===== src/cpa_pkg.sv =====
// Shared types and constants for the clamped PID attitude axis block.
package cpa_pkg;

  localparam int DivNW  = 32;  // dividend / quotient width
  localparam int DivDW  = 17;  // divisor width
  localparam int MulAW  = 36;  // signed multiplier operand a
  localparam int MulBW  = 18;  // signed multiplier operand b
  localparam int MulPW  = MulAW + MulBW;
  localparam int CfgIdxW = 4;
  localparam int CfgW    = 48;

  typedef enum logic [CfgIdxW-1:0] {
    CFG_P_LIMITS     = 4'd0,
    CFG_I_LIMITS     = 4'd1,
    CFG_D_LIMITS     = 4'd2,
    CFG_KP_GAINS     = 4'd3,
    CFG_KI_GAINS     = 4'd4,
    CFG_KD_GAINS     = 4'd5,
    CFG_REVERSE_BITS = 4'd6,
    CFG_MANUAL_BLEND = 4'd7
  } cfg_idx_e;

  typedef struct packed {
    logic             start;
    logic [DivNW-1:0] dividend;
    logic [DivDW-1:0] divisor;
  } div_req_t;

  typedef struct packed {
    logic             done;
    logic [DivNW-1:0] quotient;
    logic             rem_nz;
  } div_rsp_t;

endpackage


===== src/cpa_mul.sv =====
// Shared signed multiplier with registered product.
module cpa_mul (
  input  logic                               clk_i,
  input  logic signed [cpa_pkg::MulAW-1:0]   a_i,
  input  logic signed [cpa_pkg::MulBW-1:0]   b_i,
  output logic signed [cpa_pkg::MulPW-1:0]   p_o
);
  import cpa_pkg::*;

  logic signed [MulPW-1:0] p_q;

  always_ff @(posedge clk_i) begin
    p_q <= MulPW'(a_i) * MulPW'(b_i);
  end

  assign p_o = p_q;

endmodule


===== config.mk =====
export PLATFORM = sky130hd
export DESIGN_NAME = cpa_mul
export DESIGN_NICKNAME = d
export VERILOG_FILES = /design/src/cpa_pkg.sv /design/src/cpa_mul.sv
export SDC_FILE = /design/constraint.sdc
export NUM_CORES = 2
export LEC_CHECK = 0
export BUFFER_PORTS_ARGS = -buffer_cell sky130_fd_sc_hd__buf_2
export CORE_MARGIN = 2
export CORE_UTILIZATION = 60
export DETAILED_ROUTE_END_ITERATION = 7
export GPL_TIMING_DRIVEN = 0
export PLACE_DENSITY_LB_ADDON = 0.3
export SYNTH_ARGS = -nofsm -noshare
export SYNTH_HDL_FRONTEND = slang
export SYNTH_SLANG_ARGS = --single-unit

===== constraint.sdc =====
create_clock -name clk_i -period 15.89 [get_ports clk_i]
set_input_delay 3.178 -clock clk_i [delete_from_list [all_inputs] [get_ports clk_i]]
set_output_delay 3.178 -clock clk_i [all_outputs]
set_load 0.1 [all_outputs]

==> results.py <==
metrics = {
    "status": {
        "run_status": "finished clean",
    },
    "floorplan": {
        "io_pins": 109,
        "initial_core_util_pct": 60.6,
        "fp.dieH_um": 201,
        "design.die.area_mm2": 0.0406,
        "die_w_um": 201,
        "rows": 72,
        "core_mm2": 0.0386,
    },
    "yosys": {
        "postSynthCellCount": 2601,
        "synthFlopType": "dfxtp_1",
        "postSynthAreaPerCell_um2": 8.99,
        "synth_cell_types": 57,
        "yosys_register_bits": 54,
        "seq_area_frac_synth_pct": 4.63,
        "synth_most_common_cell": "inv_1",
        "ys_top_cells_by_count": "inv_1 (693), fa_1 (617), nand2_1 (386), and2_1 (258), ha_1 (129)",
        "syn-cell-area_mm2": 0.0234,
        "ys_warn_count": 0,
        "synth_nets": 3402,
        "ys_top_cells_by_area": "fa_1 (53%), inv_1 (11%), and2_1 (6.9%)",
        "synth-edff-count": 0,
        "postSynth.asyncResetShare_pct": 0,
        "synth_top_area_share_pct": 52.8,
        "yosys.area.top_type": "fa_1",
    },
    "route": {
        "first_iter_violations": 1298,
        "avgViaCountPerCell": 5.53,
        "num_vias": 17749,
        "ant_nets": 0,
        "drt-total-wl_mm": 67.7,
        "wl_per_cell_um": 21.1,
        "first_pass_iters": 6,
        "drcViolationCount": 0,
    },
    "critical_path": {
        "worst_ep_required_time_ns": 16.15,
        "critPathCaptureType": "register",
        "crit_arrival_ns": 10.84,
        "path_common_cell": "fa_1",
        "crit_type": "primary input to register",
        "max_stage_delay_ns": 1.00,
        "critPathMaxFanout": 10,
        "cpMaxStageDelayCell": "nor4b_2",
        "path_cells": "clkbuf_1, clkbuf_1, nand2_1, fa_1, fa_1, fa_1, inv_1, fa_1, fa_1, inv_1, fa_1, inv_1, ha_1, a21oi_1, nor4b_2, o21ai_1, a221oi_2, a21oi_2, a211oi_1, xnor2_1",
        "cp-start-kind": "primary input",
    },
    "sta": {
        "setup_tns_ns": 0,
        "worst_pin_slew_ns": 1.20,
        "fmax_mhz": 94.6,
        "setup_viol": 0,
        "slew_headroom_pct": 19.7,
        "finalWorstPathRequiredPeriod_ns": 10.57,
        "finalHoldViolCount": 0,
        "rsz0062_at_grt": "no",
        "fin_crit_sh_pct": 66.5,
        "drv_slew": 0,
    },
    "clock_network": {
        "htreeDepth": 2,
        "ctsHoldBuffers": 0,
        "clockBufferDepth": 2,
        "post_cts_resized": 0,
        "post-cts-setup-buffers": 0,
        "cts_buffers": 5,
        "cts_tree": "built",
        "cts_root_buf": "clkbuf_16",
        "clock_sinks": 54,
        "clkTransAtPathRegs_ns": 0.08,
    },
    "layout": {
        "area_delta_synth_final_pct": 5.14,
        "drive_gt1_share_pct": 3.94,
        "nets": 3492,
        "largest_register_ffs": 54,
    },
    "global_route": {
        "grt_pass1_vias": 19600,
        "grt_antenna_before_repair": 1,
        "track_usage_pct": 35.8,
        "grt_pass1_wl_mm": 109,
        "grt_max_degree": 15,
        "grt_remaining_overflow": 0,
    },
    "place": {
        "dp_hpwl_mm": 57.2,
        "portBuffers": 83,
        "routabilityCongestion": 1.01,
    },
    "worst_hold_path": {
        "hold_class": "primary input to register",
    },
    "run": {
        "drv_cap": 0,
    },
}
-- critical path: cells and delay by family --
family,cells,cell delay (ns)
xor+xnor,1,0.16
buf+inv,5,1.27
simple gates,2,1.18
fa+ha+maj,7,3.39
compound gates,5,1.62
-- cell families (layout without fill, tap and decap cells) --
group,Yosys count,count (layout),synth area share (%)
muxes,1,1,0.0482
other,0,2,0
buffers and inverters,822,912,13.2
AOI/OAI and AO/OA,154,154,4.44
DFF,54,54,4.63
and+or+nand+nor,773,773,16.0
xor gates and xnor gates,51,51,1.91
adders and majority gates,746,746,59.8
-- cell type report --
type / instances / area [um2]
Multi-Input combinational cell: 1725 / 19200
Fill cell: 3342 / 14000
Inverter: 693 / 2600
Sequential cell: 54 / 1080
Tap cell: 518 / 648
Buffer: 129 / 488
Timing Repair Buffer: 83 / 415
Clock buffer: 7 / 133
Antenna cell: 2 / 5.00
-- cell usage in the layout, fill, tap and decap left out, types with 3 or more instances in the layout --
cell type	instances
a211o_1	5
a211oi_1	11
a21o_1	26
a21oi_1	43
a311oi_1	3
a31oi_1	4
and2_1	258
and3_1	5
and4_1	3
buf_2	86
clkbuf_1	128
clkbuf_16	5
dfxtp_1	54
fa_1	617
ha_1	129
inv_1	693
nand2_1	386
nand2b_1	12
nand3_1	13
nand4_1	10
nor2_1	61
nor2b_1	8
nor3_1	6
o211ai_1	4
o21a_1	5
o21ai_0	22
o21ai_1	3
o21bai_1	7
xnor2_1	40
xor2_1	11
-- worst paths after layout --
| path | start | to | slack (ns) | cells after the start |
|---|---|---|---|---|
| max | b_i[3] | p_o[47] | 5.32 | 20 |
| min | a_i[0] | p_o[0] | 3.17 | 2 |
-- routing by layer --
metal,routed length [um],part of all wire (%),track usage (%),vias up
li1,-,-,-,7597
met1,26500,39,46.9,9085
met2,31600,47,57.9,845
met3,5900,8.7,6.85,222
met4,3790,5.6,17.1,0
met5,0,0,0,-
-- metrics by stage --
| step | setup WS (ns) | hold WS, ns | cells | utilization [%] | cell area, um2 |
|---|---|---|---|---|---|
| after floorplan | 6.93 | 3.31 | 2601 | - | 23400 |
| after detailed placement | 5.09 | 3.53 | 3202 | 63.4 | 24400 |
| final | 5.32 | 3.17 | 3211 | 63.7 | 24600 |
| after CTS | 5.44 | 3.17 | 3209 | 63.7 | 24600 |
| after global placement | 5.18 | 3.52 | 3202 | 63.4 | 24400 |
| after global routing | 5.11 | 3.20 | 3209 | 63.7 | 24600 |
Power is not shown: default switching activity piles up to over one toggle a cycle in this logic, so the estimate is an artifact.
