## src/cpa_pkg.sv

```systemverilog
// Shared types and constants for the clamped PID attitude axis block.
package cpa_pkg;

  localparam int DivNW  = 32;  // dividend / quotient width
  localparam int DivDW  = 17;  // divisor width
  localparam int MulAW  = 36;  // signed multiplier operand a
  localparam int MulBW  = 18;  // signed multiplier operand b
  localparam int MulPW  = MulAW + MulBW;
  localparam int CfgIdxW = 4;
  localparam int CfgW    = 48;

  typedef enum logic [CfgIdxW-1:0] {
    CFG_P_LIMITS     = 4'd0,
    CFG_I_LIMITS     = 4'd1,
    CFG_D_LIMITS     = 4'd2,
    CFG_KP_GAINS     = 4'd3,
    CFG_KI_GAINS     = 4'd4,
    CFG_KD_GAINS     = 4'd5,
    CFG_REVERSE_BITS = 4'd6,
    CFG_MANUAL_BLEND = 4'd7
  } cfg_idx_e;

  typedef struct packed {
    logic             start;
    logic [DivNW-1:0] dividend;
    logic [DivDW-1:0] divisor;
  } div_req_t;

  typedef struct packed {
    logic             done;
    logic [DivNW-1:0] quotient;
    logic             rem_nz;
  } div_rsp_t;

endpackage

```

## src/cpa_div.sv

```systemverilog
// Restoring unsigned divider, one quotient bit per cycle.
module cpa_div (
  input  logic              clk_i,
  input  logic              rst_ni,
  input  cpa_pkg::div_req_t req_i,
  output cpa_pkg::div_rsp_t rsp_o
);
  import cpa_pkg::*;

  localparam int CntW = $clog2(DivNW);

  logic             busy_q, busy_d;
  logic             done_q, done_d;
  logic [CntW-1:0]  cnt_q, cnt_d;
  logic [DivDW-1:0] rem_q, rem_d;
  logic [DivNW-1:0] quo_q, quo_d;
  logic [DivDW-1:0] den_q, den_d;
  logic [DivDW:0]   trial;
  logic             ge;

  always_comb begin
    trial  = {rem_q, quo_q[DivNW-1]};
    ge     = trial >= {1'b0, den_q};
    busy_d = busy_q;
    done_d = 1'b0;
    cnt_d  = cnt_q;
    rem_d  = rem_q;
    quo_d  = quo_q;
    den_d  = den_q;
    if (req_i.start) begin
      busy_d = 1'b1;
      cnt_d  = '0;
      rem_d  = '0;
      quo_d  = req_i.dividend;
      den_d  = req_i.divisor;
    end else if (busy_q) begin
      rem_d = ge ? DivDW'(trial - {1'b0, den_q}) : DivDW'(trial);
      quo_d = {quo_q[DivNW-2:0], ge};
      cnt_d = cnt_q + 1'b1;
      if (cnt_q == CntW'(DivNW - 1)) begin
        busy_d = 1'b0;
        done_d = 1'b1;
      end
    end
  end

  always_ff @(posedge clk_i or negedge rst_ni) begin
    if (!rst_ni) begin
      busy_q <= 1'b0;
      done_q <= 1'b0;
      cnt_q  <= '0;
    end else begin
      busy_q <= busy_d;
      done_q <= done_d;
      cnt_q  <= cnt_d;
    end
  end

  always_ff @(posedge clk_i) begin
    rem_q <= rem_d;
    quo_q <= quo_d;
    den_q <= den_d;
  end

  assign rsp_o.done     = done_q;
  assign rsp_o.quotient = quo_q;
  assign rsp_o.rem_nz   = rem_q != '0;

endmodule

```

## config.mk

```make
export PLATFORM = sky130hd
export DESIGN_NAME = cpa_div
export DESIGN_NICKNAME = d
export VERILOG_FILES = /design/src/cpa_pkg.sv /design/src/cpa_div.sv
export SDC_FILE = /design/constraint.sdc
export NUM_CORES = 1
export LEC_CHECK = 0
export BUFFER_PORTS_ARGS = -buffer_cell sky130_fd_sc_hd__buf_2
export CORE_MARGIN = 1.5
export CORE_UTILIZATION = 45
export DETAILED_ROUTE_END_ITERATION = 12
export PLACE_DENSITY = 0.68
export SKIP_CTS_REPAIR_TIMING = 1
export SYNTH_ARGS = -nofsm -noshare
export SYNTH_HDL_FRONTEND = slang
export SYNTH_SLANG_ARGS = --single-unit
```

## constraint.sdc

```tcl
create_clock -name clk_i -period 3.5 [get_ports clk_i]
set_clock_uncertainty 0.05 [all_clocks]
set_input_delay 0.35 -clock clk_i [delete_from_list [all_inputs] [get_ports clk_i]]
set_output_delay 0.35 -clock clk_i [all_outputs]
set_load 0.01 [all_outputs]
```

==> results.ini, run 1 <==
[critical_path]
r2r_cells = 12
arrival_ns = 3.08
path_common_cell = inv_1
crit_path_max_incr_delay_ns = 0.43
reg2reg_to = rem_q[0]$_SDFFE_PP0P_
critical_path_class = reg2reg
required_ns = 3.69
cp_num_buf_inv = 3
cp-start-kind = flip-flop
reg2reg_from = quo_q[31]$_DFFE_PP_
critical_path.top_delay_family = compound AO/OA/AOI/OAI gates
critPathMaxFanout = 15
path_cells = inv_1, ha_1, inv_1, fa_1, a21o_1, a22oi_1, a21oi_1, o21ba_1, buf_4, nor2_1, a21oi_2, a22o_1
endpoint_kind = flip-flop
r2r_slack_ns = 0.61
crit_slowest_cell = o21ba_1

[route]
vias_per_cell = 5.35
dr.first_iter.drc_count = 197
dr.pass1.iters = 4
drc = 0
vias = 2880
wl_mm = 8.51
antenna_left = 0
wl_per_cell_um = 15.8

[yosys]
syn_nets = 417
synth_xor_area_share_pct = 3.78
synth-seq-area-share_pct = 50.4
synth-edff-count = 49
synth_area_um2 = 3940
syn_avg_cell_area_um2 = 11.4
async_flop_share_pct = 9.59
synth_compound_area_share_pct = 13.3
synth_top_family_by_area = compound AO/OA/AOI/OAI gates
synthAdderAreaFrac_pct = 6.54
synth_mux_area_share_pct = 11.3
netlist-cell-type-count = 59
synth_top_flop_cell = edfxtp_1
ys_warn_count = 0
synthSimpleGateAreaFrac_pct = 9.46
synth_cells = 345
synth-seq-cells = 73

[clock_network]
clock-sinks = 73
htree_levels = 3
cts_root_buf = clkbuf_8
path_clk_slew_ns = 0.08
cts_made_buffers = 9
cts_tree = built
clock_path_buffers = 2
clock_latency_ns = 0.36

[pwr]
ir_drop_mv = 0.260
powerDensity_nw_per_um2 = 422
leakagePower_nw = 2.09

[cells_and_area]
fillers = 744
diodes = 0
final_common_cell = buf_2
drive_above_1_share_pct = 33.7
most-common-layout-cells = buf_2, edfxtp_1, mux2_2
fin_cells = 538
area_delta_synth_final_pct = 16.9
finish.utilization_pct = 55.2
nets = 500

[global_routing]
grt_use_met1_pct = 24.8
grt_pass1_wl_mm = 13.7
antenna_found_initial = 0
busiest_layer = met2
track_usage_pct = 19.7
grt-ovfl-total = 0
grt_max_degree = 39
grt_pass1_vias = 2866
grt_util_met2_pct = 30.8
use_met3_pct = 6.89

[sta]
worst_pin_slew_ns = 0.649
fin_tns_setup_ns = 0
period_needed_ns = 2.89
hold_violations = 0
slew_viol_final = 0
fmax_mhz = 346
max_slew_margin_pct = 56.8
fin_ws_ns = 0.610
rsz0062_at_grt = false
setup_viol = 0
period_share_pct = 82.6

[hold_path]
min_from = req_i[11]
min_path_cells = 1
hold_path_class = in2reg
hold_end = den_q[11]$_DFFE_PP_

[job]
maxCapViolCount = 0

[placed_design]
dp.cells = 521
dp_hpwl_mm = 6.12
gp_congestion = 0.915
post-place-ws_ns = 0.606
portBuffers = 85

[floorplan]
io_pins = 86
die-height_um = 96.6
die_w_um = 96.6
fp.coreArea_um2 = 8340
rows = 33
start_util_pct = 47.2
die_area_um2 = 9330

[outcome]
status = completed

[metal layers]
layer	up-vias	routed length (µm)
met5	-	0
li1	1419	-
met3	12	635
met1	1359	3800
met4	0	173
met2	90	3890
[per-stage QoR]
stage	area [µm²]	power, mW	hold slack, ns
after CTS	4600	1.96	-0.240
final	4610	1.94	0.112
after detailed placement	4410	1.31	0.140
after floorplan	3940	1.20	0.00441
after global routing	4610	2.03	0.102
after global placement	4410	1.30	0.136
[how the worst max path moves through the flow]
stage	start	end	slack, ns	cells past startpoint
2_1_floorplan	quo_q[31]$_DFFE_PP_	quo_q[0]$_DFFE_PP_	0.92	11
3_3_place_gp	quo_q[31]$_DFFE_PP_	rem_q[0]$_SDFFE_PP0P_	0.70	12
3_5_place_dp	quo_q[31]$_DFFE_PP_	rem_q[0]$_SDFFE_PP0P_	0.61	12
4_1_cts	quo_q[31]$_DFFE_PP_	rem_q[0]$_SDFFE_PP0P_	0.60	12
5_1_grt	quo_q[31]$_DFFE_PP_	rem_q[6]$_SDFFE_PP0P_	0.37	12
6_report	quo_q[31]$_DFFE_PP_	rem_q[0]$_SDFFE_PP0P_	0.61	12
[cell usage after synthesis (all sizes together), types with 2 or more instances]
master / instances / area (µm²)
dfxtp: 17 / 340
nand2b: 4 / 25.0
nand4: 4 / 31.3
buf: 11 / 92.6
xnor2: 7 / 61.3
mux2i: 7 / 70.1
nand2: 29 / 109
dfrtp: 7 / 175
nor4: 3 / 18.8
inv: 23 / 86.3
mux2: 33 / 375
o211ai: 2 / 20.0
nor2: 21 / 78.8
o31ai: 2 / 15.0
and3: 4 / 25.0
o22ai: 2 / 12.5
o21a: 2 / 15.0
clkbuf: 7 / 26.3
xor2: 10 / 87.6
a211oi: 4 / 35.0
nor3: 3 / 15.0
and4: 2 / 20.0
nand3: 3 / 15.0
o21ai: 22 / 114
a21o: 10 / 76.3
a21oi: 18 / 93.8
ha: 19 / 238
edfxtp: 49 / 1470
a31oi: 3 / 18.8
[flip-flops by register name (all words and copies together), names as in the netlist]
| name | count |
|---|---|
| quo_q | 32 |
| den_q | 17 |
| rem_q | 17 |
| cnt_q | 5 |
| busy_q | 1 |
| done_q | 1 |
[where the power goes]
part	internal, mW	switching [mW]
sequential	0.987	0.0298
combinational	0.130	0.140
clock	0.330	0.326
total	1.45	0.495
[area by class of cell]
cell class | instances | area (µm²) | area share, %
clock inverter | 5 | 57.6 | 1.25
multi-input combinational | 231 | 1750 | 37.9
tap | 105 | 131 | 2.85
inverter | 23 | 86.3 | 1.87
timing repair buffer | 90 | 465 | 10.1
clock buffer | 11 | 131 | 2.85
sequential | 73 | 1990 | 43.1
[logic make-up after synthesis]
kind of cell | after synthesis
mux | 40
fa+ha+maj | 20
xor+xnor | 17
compound gates | 76
flops | 73
simple gates | 78
buf+inv | 41
No activity file was read; power rests on OpenSTA's default activity.
==> inputs of run 2 (changes only) <==
--- a/config.mk
+++ b/config.mk
@@ -5,11 +5,12 @@
 export SDC_FILE = /design/constraint.sdc
 export NUM_CORES = 1
 export LEC_CHECK = 0
+export ABC_AREA = 1
 export BUFFER_PORTS_ARGS = -buffer_cell sky130_fd_sc_hd__buf_2
 export CORE_MARGIN = 1.5
 export CORE_UTILIZATION = 45
 export DETAILED_ROUTE_END_ITERATION = 12
-export PLACE_DENSITY = 0.68
+export PLACE_DENSITY = 0.67
 export SKIP_CTS_REPAIR_TIMING = 1
 export SYNTH_ARGS = -nofsm -noshare
 export SYNTH_HDL_FRONTEND = slang
==> constraint.sdc (replaced) <==
create_clock -name clk_i -period 2.9 [get_ports clk_i]
set_clock_uncertainty 0.05 [all_clocks]
set_input_delay 0.29 -clock clk_i [delete_from_list [all_inputs] [get_ports clk_i]]
set_output_delay 0.29 -clock clk_i [all_outputs]
set_load 0.01 [all_outputs]
==> results.ini, run 2 <==
[cells_and_area]
nets = 701
largest_register_ffs = 32
most-common-layout-cells = nand2_1, buf_2, inv_1
drive_above_1_share_pct = 20.3
fillers = 913
finish.utilization_pct = 54.2
area_delta_synth_final_pct = 16.9
diodes = 0
reg.largest.list = quo_q x32, den_q x17, rem_q x17
final_common_cell = nand2_1
top_register = quo_q

[outcome]
status = completed

[yosys]
synth-edff-count = 49
synth_compound_area_share_pct = 3.52
synth-seq-area-share_pct = 46.6
syn_nets = 613
synth_top_area_cell = edfxtp_1
synth_mux_area_share_pct = 0
synthSimpleGateAreaFrac_pct = 32.8
synthAdderAreaFrac_pct = 6.04
synth_area_um2 = 4270
synth-seq-cells = 73
synth_top_family_by_area = simple AND/OR/NAND/NOR gates
async_flop_share_pct = 9.59
netlist-cell-type-count = 34
synth_common_cells = nand2_1, inv_1, edfxtp_1
ys_warn_count = 0
yosysMostFrequentCell = nand2_1
synth_cells = 541
synth.area.top_cells = edfxtp_1, nand2_1, dfxtp_1
synth_xor_area_share_pct = 1.44
synth_top_flop_cell = edfxtp_1
syn_avg_cell_area_um2 = 7.89
yosys.area.top_type_share_pct = 34.5

[placed_design]
portBuffers = 85
gp_congestion = 0.908
dp_hpwl_mm = 7.44

[pwr]
total_power_mw = 3.83
leakagePower_nw = 2.65
powerDensity_nw_per_um2 = 767
ir_drop_mv = 0.330

[critical_path]
cp-startpoint = quo_q[31]$_DFFE_PP_
critPathMaxFanout = 16
cp-start-kind = flip-flop
required_ns = 3.11
r2r_cells = 11
arrival_ns = 2.57
reg2reg_to = rem_q[6]$_SDFFE_PP0P_
critical_path_class = reg2reg
reg2reg_from = quo_q[31]$_DFFE_PP_
r2r_slack_ns = 0.54
endpoint = rem_q[6]$_SDFFE_PP0P_
endpoint_kind = flip-flop

[sta]
fin_tns_setup_ns = 0
worst_pin_slew_ns = 0.863
max_slew_margin_pct = 42.2
period_share_pct = 81.5
hold_violations = 0
whs_ns = 0.0681
rsz0062_at_grt = false
slew_viol_final = 0
setup_viol = 0
fmax_mhz = 423
period_needed_ns = 2.36

[clock_network]
clock_path_buffers = 2
cts_tree = built
path_clk_slew_ns = 0.08
cts_root_buf = clkbuf_8
htree_levels = 3
cts_made_buffers = 9
clock_latency_ns = 0.34
clock-sinks = 73

[route]
wl_mm = 10.0
wl_per_cell_um = 13.5
dr.first_iter.drc_count = 301
drc = 0
dr.pass1.iters = 5
vias_per_cell = 5.02
vias = 3737
antenna_left = 0

[global_routing]
grt_max_degree = 41
grt_pass1_wl_mm = 16.3
track_usage_pct = 20.7
grt-ovfl-total = 0
grt_pass1_vias = 3638
antenna_found_initial = 0

[floorplan]
io_pins = 86
die_area_um2 = 10100
die_w_um = 100
rows = 35
fp.coreArea_um2 = 9200
die-height_um = 100
start_util_pct = 46.4

[hold_path]
min_from = req_i[8]
hold_path_class = in2reg

[job]
maxCapViolCount = 0

-- run 2: power by group --
part           total [mW]  internal [mW]  switching [mW]
registers            1.40           1.28           0.125
logic                1.57          0.587           0.979
clock network       0.858          0.481           0.377
-- run 2: logic make-up (layout without fill, tap and decap cells) --
logic type               after synthesis  count (layout)
AND/OR/NAND/NOR                      320             320
buffers and inverters                 95             188
flip-flops                            73              73
AO/OA/AOI/OAI                         26              26
adder cells (fa/ha/maj)               20              20
XOR/XNOR                               7               7
-- run 2: metal layers --
layer  wire [µm]  up-vias  GRT usage (%)  part of all wire, %
li1            -     1890              -                    -
met1        4450     1687           26.5                   44
met2        4540      142           33.2                   45
met3         803       18           6.06                  8.0
met4         231        0           7.69                  2.3
met5           0        -              0                    0
-- run 2: area by class of cell --
class / count / area (µm²) / share of cell area, %
clock buffer: 10 / 128 / 2.56
timing repair buffer: 92 / 480 / 9.63
clock inverter: 6 / 82.6 / 1.66
multi-input combinational: 373 / 1870 / 37.5
tap: 111 / 139 / 2.78
inverter: 80 / 300 / 6.02
sequential: 73 / 1990 / 39.8
-- run 2: how the worst min path moves through the flow --
stage	cells after the start	end	slack, ns
global placement	1	done_q$_DFF_PN0_	0.08
finish	1	den_q[8]$_DFFE_PP_	0.07
CTS	1	done_q$_DFF_PN0_	-0.30
global route	1	den_q[14]$_DFFE_PP_	0.05
floorplan	0	busy_q$_DFF_PN0_	-0.06
detailed placement	1	done_q$_DFF_PN0_	0.08
-- run 2: metrics by stage --
step | setup WS (ns) | instances | area [µm²]
final | 0.536 | 745 | 4990
after global routing | 0.342 | 745 | 4990
after CTS | 0.576 | 744 | 4980
after detailed placement | 0.593 | 728 | 4770
after global placement | 0.610 | 728 | 4770
after floorplan | 0.857 | 541 | 4270
-- run 2: worst max-delay path, cell delays in order, from the launching register on --
cell and delay [ns]:
edfxtp_1 0.41, inv_1 0.11, ha_1 0.15, inv_1 0.07, fa_1 0.45, nand3_1 0.15
nand3_2 0.13, nand2_2 0.23, nand2_2 0.25, nand2_1 0.16, nand3_1 0.08, o21ai_0 0.08
==> inputs of run 3 (changes only) <==
==> constraint.sdc (replaced) <==
create_clock -name clk_i -period 2.3 [get_ports clk_i]
set_clock_uncertainty 0.05 [all_clocks]
set_input_delay 0.23 -clock clk_i [delete_from_list [all_inputs] [get_ports clk_i]]
set_output_delay 0.23 -clock clk_i [all_outputs]
set_load 0.01 [all_outputs]
==> results.ini, run 3 (synthesis gave the netlist of run 2 again) <==
[sta]
slew_viol_final = 0
period_needed_ns = 2.06
max_slew_margin_pct = 40.6
setup_viol = 0
fin_tns_setup_ns = 0
period_share_pct = 89.4
rsz0062_at_grt = false
fmax_mhz = 486
worst_pin_slew_ns = 0.887
hold_violations = 0

[placed_design]
dp.cells = 730
portBuffers = 85
gp_congestion = 0.856
placed_cell_area_um2 = 4790
dp_hpwl_mm = 7.44

[floorplan]
die_w_um = 100
die-height_um = 100
rows = 35
io_pins = 86
fp.coreArea_um2 = 9200
die_area_um2 = 10100
start_util_pct = 46.4

[clock_network]
htree_levels = 3
cts_tree = built
path_clk_slew_ns = 0.08
clock_latency_ns = 0.34
cts_root_buf = clkbuf_8
clock-sinks = 73
cts_made_buffers = 9
clock_path_buffers = 2

[global_routing]
grt_pass1_vias = 3626
track_usage_pct = 21.0
busiest_layer = met2
grt_max_degree = 41
antenna_found_initial = 0
grt_pass1_wl_mm = 16.7
use_met3_pct = 5.57
grt_use_met1_pct = 28.0
grt_util_met2_pct = 32.8
grt-ovfl-total = 0

[pwr]
seqPwrFrac_pct = 36.4
total_power_mw = 4.86
ir_drop_mv = 0.494
netSwitchingFraction_pct = 38.7
p_switching_mw = 1.88
leakagePower_nw = 2.70
p_clk_share_pct = 22.2
power_frac_comb_pct = 41.3
p_int_mw = 2.98
powerDensity_nw_per_um2 = 951

[cells_and_area]
nets = 713
fin_cells = 757
largest_register_ffs = 32
area_delta_synth_final_pct = 19.9
final_common_cell = nand2_1
reg.largest.list = quo_q x32, den_q x17, rem_q x17
top_register = quo_q
design_area_um2 = 5120
diodes = 0
finish.utilization_pct = 55.6
most-common-layout-cells = nand2_1, buf_2, inv_1
drive_above_1_share_pct = 20.3

[critical_path]
critical_path_class = reg2reg
arrival_ns = 2.23
r2r_slack_ns = 0.24
r2r_cells = 11
cp-start-kind = flip-flop
reg2reg_from = quo_q[31]$_DFFE_PP_
endpoint_kind = flip-flop
required_ns = 2.47
critPathMaxFanout = 18
reg2reg_to = rem_q[5]$_SDFFE_PP0P_

[hold_path]
min_from = req_i[3]
min_path_cells = 1
hold_end = den_q[3]$_DFFE_PP_
hold_path_class = in2reg

[route]
wl_mm = 9.95
drc = 0
dr.pass1.iters = 5
dr.first_iter.drc_count = 242
antenna_left = 0
vias_per_cell = 4.96
vias = 3752
wl_per_cell_um = 13.1

[job]
maxCapViolCount = 0

[outcome]
status = completed

run 3: cell types whose count changed in the layout (fill, tap and decap cells not counted), sizes merged:
cell,before,now
dlygate4sd3,1,11
buf,91,93
clkinv,5,3
clkinvlp,0,2
run 3: cell type report:
class | count | area (µm²)
Multi-Input combinational cell | 373 | 1870
Sequential cell | 73 | 1990
Tap cell | 111 | 139
Timing Repair Buffer | 104 | 608
Fill cell | 909 | 4080
Inverter | 80 | 300
Clock inverter | 6 | 82.6
Clock buffer | 10 | 128
run 3: through the flow:
stage	hold WS, ns	setup slack [ns]
finish	0.00707	0.243
global route	0.000697	0.0217
CTS	-0.355	0.166
detailed placement	0.0202	0.178
global placement	0.0159	0.238
floorplan	-0.116	0.257
run 3: metal layers:
layer / part of all wire (%) / routed length (µm) / vias to the layer above
li1: - / - / 1918
met1: 47 / 4640 / 1698
met2: 45 / 4500 / 118
met3: 5.9 / 584 / 18
met4: 2.2 / 214 / 0
met5: 0 / 0 / -
run 3: power groups by stage:
stage	clock network, mW	registers [mW]	logic [mW]
4_1_cts	1.10	1.77	1.99
5_1_grt	1.15	1.80	2.30
3_3_place_gp	0	1.79	1.95
3_5_place_dp	0	1.79	1.98
2_1_floorplan	0	1.78	1.51
6_report	1.08	1.77	2.01
run 3: worst max-delay path, cell delays in order (launching register included):
cell and delay (ns):
edfxtp_1 0.38, inv_1 0.09, ha_1 0.14, inv_1 0.07
fa_2 0.38, nand3_1 0.11, nand3_2 0.10, nand2_2 0.10
buf_4 0.24, nand3_1 0.11, nand3_1 0.08, o21ai_0 0.08
run 3: worst max-delay path by stage:
stage | from | to | cells after the start
CTS | quo_q[31]$_DFFE_PP_ | rem_q[5]$_SDFFE_PP0P_ | 11
global placement | quo_q[31]$_DFFE_PP_ | rem_q[15]$_SDFFE_PP0P_ | 13
finish | quo_q[31]$_DFFE_PP_ | rem_q[5]$_SDFFE_PP0P_ | 11
floorplan | quo_q[31]$_DFFE_PP_ | rem_q[8]$_SDFFE_PP0P_ | 12
global route | quo_q[31]$_DFFE_PP_ | rem_q[12]$_SDFFE_PP0P_ | 14
detailed placement | quo_q[31]$_DFFE_PP_ | rem_q[4]$_SDFFE_PP0P_ | 11
